--- src/sv/hcsd_pkg.sv ---
package hcsd_pkg;

   localparam int unsigned WORD_W = 32;
   localparam int unsigned NUM_WORDS = 16;
   localparam int unsigned NUM_DOUBLE_ROUNDS = 10;
   // each quarter round is split over two cells: two add-xor-rotate steps per cell
   localparam int unsigned CELLS_PER_DOUBLE = 4;
   localparam int unsigned NUM_CELLS = NUM_DOUBLE_ROUNDS * CELLS_PER_DOUBLE;

   // rotation amounts of the first and second half of a quarter round
   localparam int unsigned ROT_FIRST_A = 16;
   localparam int unsigned ROT_FIRST_B = 12;
   localparam int unsigned ROT_SECOND_A = 8;
   localparam int unsigned ROT_SECOND_B = 7;

   // chacha constants, state words 0 to 3
   localparam logic [WORD_W-1:0] SIGMA_0 = 32'h6170_7865;
   localparam logic [WORD_W-1:0] SIGMA_1 = 32'h3320_646e;
   localparam logic [WORD_W-1:0] SIGMA_2 = 32'h7962_2d32;
   localparam logic [WORD_W-1:0] SIGMA_3 = 32'h6b20_6574;

   typedef logic [WORD_W-1:0] word_type;
   typedef logic [NUM_WORDS-1:0][WORD_W-1:0] state_type;

   // configuration register indexes
   typedef enum logic [1:0] {
      CSR_KEY_WORDS_0_1 = 2'd0,
      CSR_KEY_WORDS_2_3 = 2'd1,
      CSR_KEY_WORDS_4_5 = 2'd2,
      CSR_KEY_WORDS_6_7 = 2'd3
   } csr_index_type;

   typedef struct packed {
      logic [63:0] nonce_words_2_3;
      logic [63:0] nonce_words_0_1;
   } req_payload_type;

   typedef struct packed {
      logic [63:0] subkey_words_6_7;
      logic [63:0] subkey_words_4_5;
      logic [63:0] subkey_words_2_3;
      logic [63:0] subkey_words_0_1;
   } rsp_payload_type;

   function automatic word_type rotl(input word_type x, input int unsigned n);
      rotl = (x << n) | (x >> (WORD_W - n));
   endfunction

endpackage

--- src/sv/hcsd_cell.sv ---
module hcsd_cell #(
   parameter bit          DIAG  = 1'b0,
   parameter int unsigned ROT_A = hcsd_pkg::ROT_FIRST_A,
   parameter int unsigned ROT_B = hcsd_pkg::ROT_FIRST_B
) (
   input  logic                clock,
   input  logic                reset,
   input  logic                en,
   input  logic                in_valid,
   input  hcsd_pkg::state_type in_state,
   output logic                out_valid,
   output hcsd_pkg::state_type out_state
);
   import hcsd_pkg::*;

   logic      valid_ff;
   state_type state_ff;
   state_type state_in;

   // half of four parallel quarter rounds: column or diagonal lanes
   always_comb begin
      word_type    a;
      word_type    b;
      word_type    c;
      word_type    d;
      logic [1:0]  ia;
      logic [1:0]  ib;
      logic [1:0]  ic;
      logic [1:0]  id;
      state_in = in_state;
      for (int lane = 0; lane < 4; lane++) begin
         ia = 2'(lane);
         ib = 2'(lane + (DIAG ? 1 : 0));
         ic = 2'(lane + (DIAG ? 2 : 0));
         id = 2'(lane + (DIAG ? 3 : 0));
         a = in_state[{2'd0, ia}];
         b = in_state[{2'd1, ib}];
         c = in_state[{2'd2, ic}];
         d = in_state[{2'd3, id}];
         a = a + b;
         d = rotl(d ^ a, ROT_A);
         c = c + d;
         b = rotl(b ^ c, ROT_B);
         state_in[{2'd0, ia}]  = a;
         state_in[{2'd1, ib}]  = b;
         state_in[{2'd2, ic}]  = c;
         state_in[{2'd3, id}]  = d;
      end
   end

   // stage register, moves with the whole chain
   always_ff @(posedge clock) begin
      if (reset) begin
         valid_ff <= 1'b0;
      end else if (en) begin
         valid_ff <= in_valid;
      end
      if (en) begin
         state_ff <= state_in;
      end
   end

   assign out_valid = valid_ff;
   assign out_state = state_ff;

endmodule

--- config.mk ---
export PLATFORM = sky130hd
export DESIGN_NAME = hcsd_cell
export DESIGN_NICKNAME = d
export VERILOG_FILES = /design/src/sv/hcsd_pkg.sv /design/src/sv/hcsd_cell.sv
export SDC_FILE = /design/constraint.sdc
export NUM_CORES = 1
export LEC_CHECK = 0
export ABC_AREA = 1
export BUFFER_PORTS_ARGS = -buffer_cell sky130_fd_sc_hd__buf_2
export CAP_MARGIN = 15
export CORE_AREA = 3 3 394 396
export DETAILED_ROUTE_END_ITERATION = 8
export DIE_AREA = 0 0 397 399
export GPL_TIMING_DRIVEN = 0
export PLACE_DENSITY_LB_ADDON = 0.25
export SYNTH_ARGS = -nofsm -noshare
export SYNTH_HDL_FRONTEND = slang
export SYNTH_SLANG_ARGS = --single-unit
export TNS_END_PERCENT = 10
--- constraint.sdc ---
create_clock -name clock -period 11.7 [get_ports clock]
set_clock_uncertainty 0.15 [all_clocks]
set_input_delay 2.34 -clock clock [delete_from_list [all_inputs] [get_ports clock]]
set_output_delay 2.34 -clock clock [all_outputs]
set_load 0.005 [all_outputs]
**Yosys cells after proc, flatten, opt, wreduce, memory -nomap -nowiden**

Index checks and enable logic that the tools add are counted.
W data, S select, Z words.

- Bits in registers: 513
- Bits in latches: 0
- Bits in writable memories: 0
- ROM bits: 0
- Input port bits: 516
- Logic and storage cells: 41
- Memories: 0

- Add/subtract/negate cells: 8
- Multiply operators: 0
- Div/mod/pow operators: 0
- $lt $le $gt $ge: 0
- Equal/unequal tests: 0
- Shift operators: 0
- Muxes and demuxes: 0
- Bitwise gates (word level): 16
- Reductions and logical operators: 0

Operators by type and width:

| operator | number |
|---|---|
| $add A32 B32 Y32 | 8 |
| $xor A32 B32 Y32 | 8 |
| $or A32 B12 Y32 | 4 |
| $or A32 B16 Y32 | 4 |

**Logic depth before layout (Yosys ltp)**

Gate-level depths: netlist of run 1.

- Depth after elaboration: 6
- Gate-level depth with buffers: 33

**Worst setup path before layout of run 1**

OpenSTA, ideal clock, no wires.

- Path kind: input to register
- Start: input port in_state[32] (netlist name)
- End: register state_ff, in the netlist out_state[160] (data pin)
- Arrival time: 5.622 ns
- Data required time: 11.281 ns
- Setup slack: 5.659 ns
- Stages: 27
- Cells stage by stage: ha_1 > fa_1 > nand2_1 > nand2_1 > o21ai_1 > inv_1 > nand2_1 > nand2_1 > nand2_1 > nand2_1 > nand2_1 > nand2_1 > xor2_1 > xor2_1 > ha_1 > inv_1 > fa_1 > inv_1 > nand3_1 > nand2_1 > a21oi_4 > o21ai_2 > nand2_1 > nand2_1 > nand2_1 > nand2_1 > xor3_1

RTL lines:

| item | line | text |
|---|---|---|
| from (decl) | hcsd_cell.sv:10 | `input hcsd_pkg::state_type in_state,` |
| to (signal assigned) | hcsd_cell.sv:59 | `state_ff <= state_in;` |
| to (decl) | hcsd_cell.sv:17 | `state_type state_ff;` |

==> flow_summary.toml, run 1 <==
[power]
ir_drop_mv = 0.0985
swShare_pct = 38.9
p_int_mw = 5.17
p_switching_mw = 3.29
power_density_nw_per_um2 = 194
power_leakage_nw = 20.1
p_seq_share_pct = 34.0
pwr-share-comb_pct = 41.4
power_frac_clock_pct = 24.6

[job]
cap_violations = 0

[setup_path]
worst_setup_path_start_kind = "input port"
arrival_ps = 7400
crit_fanout = 5
cpMostUsedCell = "nand2_1"
cpMaxStageDelayCell = "nand3_1"
critPathKind = "in2reg"
path_delay_family = "simple AND/OR/NAND/NOR gates"
critPathRequiredTime_ps = 11960
crit_buf_inv = 3
cp-end-kind = "flip-flop"
max_stage_delay_ps = 530
cp_cell_sequence = "buf_2 -> ha_1 -> nand2_1 -> nor3_1 -> a21oi_1 -> o21ai_0 -> nor2_1 -> nand2_1 -> xor2_1 -> inv_1 -> nand2_1 -> nand2_1 -> ha_1 -> nand2_1 -> nor2_1 -> inv_1 -> nor4_1 -> nand2_1 -> nand3_1 -> nand3_1 -> nand3_1 -> nand2_1"

[die]
rows = 143
die_area_sq_um = 158000
die_h_um = 399
coreArea_sq_um = 152000
io_pins = 1029
initial_core_util_pct = 22.1
die_x_um = 397

[place]
port_buffers = 1028
dpl.hpwl_mm = 138
placedCellCount = 6677
place.gp.congestion = 0.952

[routing]
drt_iter0_markers = 2492
vias = 30600
wirelength_mm = 159
viasPerCell = 4.48
drcViolationCount = 0
dr.pass1.iters = 6
wire_per_inst_um = 23.3
drtAntennaViolNets = 0

[global_route]
gr-total-overflow = 0
grt_max_degree = 108
track_usage_pct = 19.2
grt_pass1_wl_mm = 216
grt_pass1_vias = 29600
antenna_found_initial = 55

[sta]
setup_viol = 0
fin_crit_sh_pct = 61.0
slew_viol_final = 0
min_period_ps = 7130
fmax_mhz = 140
rsz0062_at_grt = "false"
relSlewSlack_pct = 12.4
worst_slew_pin_slew_ps = 1310
hold_viol_final = 0

[run_status]
status = "completed"

[min_path]
hold_path.class = "reg2reg"

[cts]
h-tree-depth = 3
clk_latency_ps = 640
ctsHoldBuffers = 0
cts_setup_buffers = 0
cts_buffer_depth = 3
cts_resized = 0
cts_tree = "yes"
cts_buffers = 67
cts-root-buf = "clkbuf_16"
clk_pin_slew_ps = 50
clock_sinks = 513

[synthesis]
synthesis.nets = 4385
synth-edff-count = 512
ys_seq_area_share_pct = 45.8
ys_warn_count = 0
syn_area_sq_um = 33600
synth_ff_type = "edfxtp_1"
synth_cells = 3613
synth.avg_cell_area_sq_um = 9.30
synthArstFlopShare_pct = 0
synth_cell_types = 47
synth-seq-cells = 513

[layout]
postLayoutCoreUtil_pct = 28.7
final_nets = 5488
final_cells = 6818
final_layout_size_suffix_gt1_share_pct = 24.9
syn_to_final_growth_pct = 29.9
-- final cells by class --
type                    instances  area [sq um]
well taps                    2030          2540
clock buffers                  80          1750
flip-flops and latches        513         15400
diodes                         24          60.1
inverters                     384          1440
plain buffers                   3          11.3
multi-input cells            2713         16800
clock inverters                37           400
repair buffers               1034          5300
fillers                     16400        108000
-- sequential cells by signal (all words and copies together) (netlist names) --
name / count
out_state: 512
out_valid: 1
-- synth_stat cells (all sizes together) (2+ instances only) --
cell / count / area, sq um
nand2: 875 / 3310
edfxtp: 512 / 15400
inv: 384 / 1440
nor2: 319 / 1200
xor2: 319 / 2840
a21oi: 287 / 1460
ha: 248 / 3100
nand3: 179 / 901
o21ai: 157 / 861
xnor2: 65 / 569
nor3: 46 / 230
a21o: 34 / 257
o21bai: 34 / 263
o21a: 24 / 180
xnor3: 24 / 541
nand4: 18 / 113
nand3b: 16 / 120
nor4: 13 / 81.3
xor3: 13 / 309
fa: 8 / 160
a31oi: 7 / 43.8
a21boi: 6 / 48.8
or2: 6 / 37.5
o211ai: 5 / 42.5
clkbuf: 3 / 11.3
nand2b: 3 / 18.8
a211oi: 2 / 15.0
o2111ai: 2 / 17.5
-- final timing paths --
path | endpoint | from | cells after the start | slack, ps
hold reg to reg | out_valid | out_valid | 2 | 350
hold / removal | out_valid | out_valid | 2 | 350
setup reg to reg | out_valid | out_valid | 2 | 10960
setup / recovery | out_state[203] | in_state[219] | 22 | 4570
-- metrics by stage --
step / setup slack, ps / power, mW / instance area, sq um / setup TNS (ps) / hold WS (ps)
floorplan: 5660 / 4.71 / 33600 / 0 / 335
global placement: -702 / 6.43 / 41300 / -283960 / 326
detailed placement: 3850 / 6.41 / 41400 / 0 / 339
CTS: 4580 / 8.55 / 43600 / 0 / 355
global route: 4240 / 8.95 / 43600 / 0 / 411
finish: 4570 / 8.46 / 43700 / 0 / 353
-- cells by family (layout without fill, tap and decap cells) --
family          count (synthesis)  after routing  share of synthesized area [%]
simple gates                 1476           1476                           17.9
compound gates                559            559                           9.52
flops                         513            513                           45.8
xor+xnor                      421            421                           12.7
buf+inv                       387           1538                           4.32
fa+ha+maj                     256            256                           9.71
mux                             1              1                         0.0298
other cells                     0             24                              0
-- power by group through the flow --
stage | clock network [mW] | registers (mW) | logic, mW
global placement | 0 | 2.94 | 3.49
finish | 2.08 | 2.88 | 3.50
global route | 2.21 | 2.92 | 3.82
detailed placement | 0 | 2.91 | 3.50
CTS | 2.15 | 2.89 | 3.52
floorplan | 0 | 2.98 | 1.73
-- worst register-to-register path: stages, from the launching register on --
cell     delay (ps)
dfxtp_1         310
mux2i_1         120
nor2_1           50
-- per-layer routing --
metal  wire (um)  share of wire [%]  global-route usage (%)
met5         178               0.11                       0
met4        3550                2.2                    5.17
met3       14200                8.9                    5.45
met2       74200                 47                    31.6
met1       66900                 42                    24.5
-- layout by cell type, fill, tap and decap left out, types with 7 or more instances in the layout --
| cell | n |
|---|---|
| nor2_1 | 316 |
| o21ai_1 | 12 |
| buf_2 | 1027 |
| diode_2 | 24 |
| ha_1 | 248 |
| a21o_1 | 33 |
| nand3_1 | 178 |
| clkbuf_16 | 68 |
| clkinv_2 | 10 |
| xnor3_1 | 24 |
| edfxtp_1 | 512 |
| o21a_1 | 24 |
| nor3_1 | 46 |
| clkbuf_1 | 15 |
| nand2_1 | 865 |
| xor2_1 | 313 |
| fa_1 | 8 |
| nand2_2 | 10 |
| o21ai_2 | 20 |
| o21ai_0 | 125 |
| inv_1 | 382 |
| xor3_1 | 13 |
| nand4_1 | 18 |
| a21oi_1 | 284 |
| o21bai_1 | 32 |
| nor4_1 | 13 |
| nand3b_1 | 16 |
| xnor2_1 | 65 |
| a31oi_1 | 7 |
No activity file was read; power rests on OpenSTA's default activity.
==> inputs of run 2 (changes only) <==
--- a/config.mk
+++ b/config.mk
@@ -5,12 +5,12 @@
 export SDC_FILE = /design/constraint.sdc
 export NUM_CORES = 1
 export LEC_CHECK = 0
-export ABC_AREA = 1
+export ABC_AREA = 0
 export BUFFER_PORTS_ARGS = -buffer_cell sky130_fd_sc_hd__buf_2
 export CAP_MARGIN = 15
-export CORE_AREA = 3 3 394 396
+export CORE_AREA = 3 3 399 401
 export DETAILED_ROUTE_END_ITERATION = 8
-export DIE_AREA = 0 0 397 399
+export DIE_AREA = 0 0 402 404
 export GPL_TIMING_DRIVEN = 0
 export PLACE_DENSITY_LB_ADDON = 0.25
 export SYNTH_ARGS = -nofsm -noshare
==> constraint.sdc (replaced) <==
create_clock -name clock -period 6.2 [get_ports clock]
set_clock_uncertainty 0.15 [all_clocks]
set_input_delay 1.24 -clock clock [delete_from_list [all_inputs] [get_ports clock]]
set_output_delay 1.24 -clock clock [all_outputs]
set_load 0.005 [all_outputs]
==> run 2 against run 1 <==
First-iteration DRC count shrank 35%; register-to-register slack got worse by 5500 ps; sequential power is 92% higher; setup slack got worse by 4600 ps; highest routed layer unchanged; largest cell class unchanged; global-route usage shrank 2.0 points; sequential share of layout area grew 0.72 points; clock power up 97%; via count fell by 18%.
==> flow_summary.toml, run 2 <==
[job]
cap_violations = 0

[synthesis]
synth_common_cells = "512 x edfxtp_1, 292 x xor2_1, 248 x ha_1, 194 x a21oi_1, 179 x xnor2_1"
yosysTopAreaCell = "edfxtp_1"
synth_most_common_cell = "edfxtp_1"
ys_warn_count = 0
synthesis.nets = 3246
synthTopCellsByArea = "edfxtp_1 51%, ha_1 10%, xor2_1 8.5%, xnor2_1 5.2%, a21oi_1 3.2%"
synth-seq-cells = 513
synth_top_area_share_pct = 51.0
synth_ff_type = "edfxtp_1"
synth_cells = 2474
synthArstFlopShare_pct = 0
syn_area_sq_um = 30100
synth.avg_cell_area_sq_um = 12.2
synth_cell_types = 81
ys_seq_area_share_pct = 51.1
synth-edff-count = 512

[global_route]
antenna_found_initial = 84
gr-total-overflow = 0
grt_pass1_vias = 25100
grt_pass1_wl_mm = 197
grt_max_degree = 114
track_usage_pct = 17.2

[layout]
postLayoutCoreUtil_pct = 27.4
layout_commonest_cell = "buf_2"
final_cell_mix = "1025 x buf_2, 512 x edfxtp_1, 255 x xor2_1"
syn_to_final_growth_pct = 42.0
largest_reg_flops = 512
stdcell_area_sq_um = 42800
final_layout_size_suffix_gt1_share_pct = 39.1
final_nets = 4428
final_cells = 5801
fill_cells = 16600

[setup_path]
critPathKind = "in2reg"
worst_setup_path_start_kind = "input port"
path_delay_family = "compound AO/OA/AOI/OAI gates"
rr_startpoint = "out_valid"
crit_fanout = 4
cp-end-kind = "flip-flop"
critPathRequiredTime_ps = 6450
arrival_ps = 6450
crit_buf_inv = 4
cpMaxStageDelayCell = "a221o_2"
max_stage_delay_ps = 440
cp_cell_sequence = "buf_8 -> ha_4 -> fa_2 -> a21oi_4 -> o211ai_1 -> a211o_1 -> a221o_2 -> a31oi_4 -> buf_4 -> buf_6 -> xnor2_4 -> xor2_2 -> ha_1 -> nor2b_1 -> o31a_1 -> o31ai_4 -> o22ai_2 -> a211o_1 -> o41ai_4 -> buf_4 -> xnor2_4 -> xor2_1"
crit_start = "in_state[160]"

[die]
initial_core_util_pct = 19.3
die_area_sq_um = 162000
io_pins = 1029
rows = 145
die_h_um = 404
coreArea_sq_um = 156000
die_x_um = 402

[power]
swShare_pct = 37.3
pwr-share-comb_pct = 42.0
p_seq_share_pct = 33.3
p_int_mw = 10.4
ir_drop_mv = 0.213
power_frac_clock_pct = 24.7
p_switching_mw = 6.18
power_leakage_nw = 18.0
power_density_nw_per_um2 = 387

[place]
placedCellCount = 5572
port_buffers = 1028
place.gp.congestion = 0.875
dpl.hpwl_mm = 125
dp_slack_ps = -3580
place_area_sq_um = 38100

[sta]
hold_viol_final = 0
rsz0062_at_grt = "true"
slew_viol_final = 0
hold_ws_ps = 343
min_period_ps = 6190
worst_slew_pin_slew_ps = 906
fin_ws_ps = 9.55
fmax_mhz = 162
setup_viol = 0
relSlewSlack_pct = 39.2
fin_crit_sh_pct = 99.8

[routing]
drt_iter0_markers = 1624
viasPerCell = 4.34
drcViolationCount = 0
vias = 25200
drtAntennaViolNets = 0
dr.pass1.iters = 5
wirelength_mm = 146
wire_per_inst_um = 25.2

[run_status]
status = "completed"

[cts]
clk_latency_ps = 640
cts_buffers = 69
cts_buffer_depth = 3
clock_sinks = 513
clk_pin_slew_ps = 60
cts_tree = "yes"
h-tree-depth = 3
ctsHoldBuffers = 0
cts-root-buf = "clkbuf_16"

[min_path]
hold_path.class = "reg2reg"
holdCritStartpoint = "out_valid"
[run 2: changes by cell type in the layout (fill, tap and decap cells not counted), moves of 25 or more]
cell / before / now
xnor2_1: 65 / 147
a21o_1: 33 / 111
nand2_1: 865 / 104
o21ai_0: 125 / 92
xor2_1: 313 / 255
a21oi_1: 284 / 171
nand3_1: 178 / 48
ha_1: 248 / 223
nor2_1: 316 / 122
inv_1: 382 / 68
buf_4: 0 / 70
[run 2: path summary, 6_finish.rpt]
kind,endpoint,slack (ps),cells after the start
min,out_valid,340,2
max,out_state[160],10,22
min reg2reg,out_valid,340,2
max reg2reg,out_valid,5470,2
[run 2: power groups by stage]
stage / clock network (mW) / logic [mW] / registers, mW
after floorplan: 0 / 3.04 / 5.71
after global placement: 0 / 6.29 / 5.63
after detailed placement: 0 / 6.31 / 5.59
after CTS: 4.24 / 6.77 / 5.53
after global routing: 4.38 / 7.49 / 5.62
final: 4.09 / 6.95 / 5.52
[run 2: metrics by stage]
stage                     power [mW]  TNS (ps)
final                           16.6         0
after detailed placement        11.9   -320030
after global routing            17.5     -1030
after global placement          11.9  -2878560
after floorplan                 8.75         0
after CTS                       16.5     -96.0
[run 2: layout make-up]
class,instances,area [sq um],area share (%)
Tap cell,2058,2570,6.02
Multi-Input combinational cell,1869,16100,37.6
Buffer,21,83.8,0.196
Inverter,69,259,0.605
Timing Repair Buffer,1113,6020,14.1
Clock buffer,76,1770,4.15
Sequential cell,513,15400,36.0
Clock inverter,48,508,1.19
Antenna cell,34,85.1,0.199
[run 2: per-layer routing]
layer	GRT usage [%]	vias up	part of all wire, %
li1	-	11700	-
met4	4.41	34	2.4
met2	29.9	894	49
met1	20.6	12300	41
met5	0	-	0.15
met3	5.15	205	7.4
[run 2: tightest hold or removal path: stages, from the launching register on]
cell	delay (ps)
dfxtp_1	320
mux2i_1	60
nor2_1	80
[run 2: cells by family (layout without fill, tap and decap cells)]
group / after synthesis / count (layout) / share of synthesized area (%)
flip-flops: 513 / 513 / 51.1
buffers and inverters: 92 / 1327 / 1.15
AND/OR/NAND/NOR: 434 / 434 / 6.78
adder cells (fa/ha/maj): 256 / 256 / 10.8
XOR/XNOR: 484 / 484 / 14.6
other: 0 / 34 / 0
AO/OA/AOI/OAI: 694 / 694 / 15.5
multiplexers: 1 / 1 / 0.0332
[run 2: repair_timing]
action / CTS / global route
pin swaps: 58 / 88
endpoints found under the setup margin: 150 / 91
resized for setup: 173 / 119
hold endpoints to repair: 0 / 0
setup buffers: 36 / 37
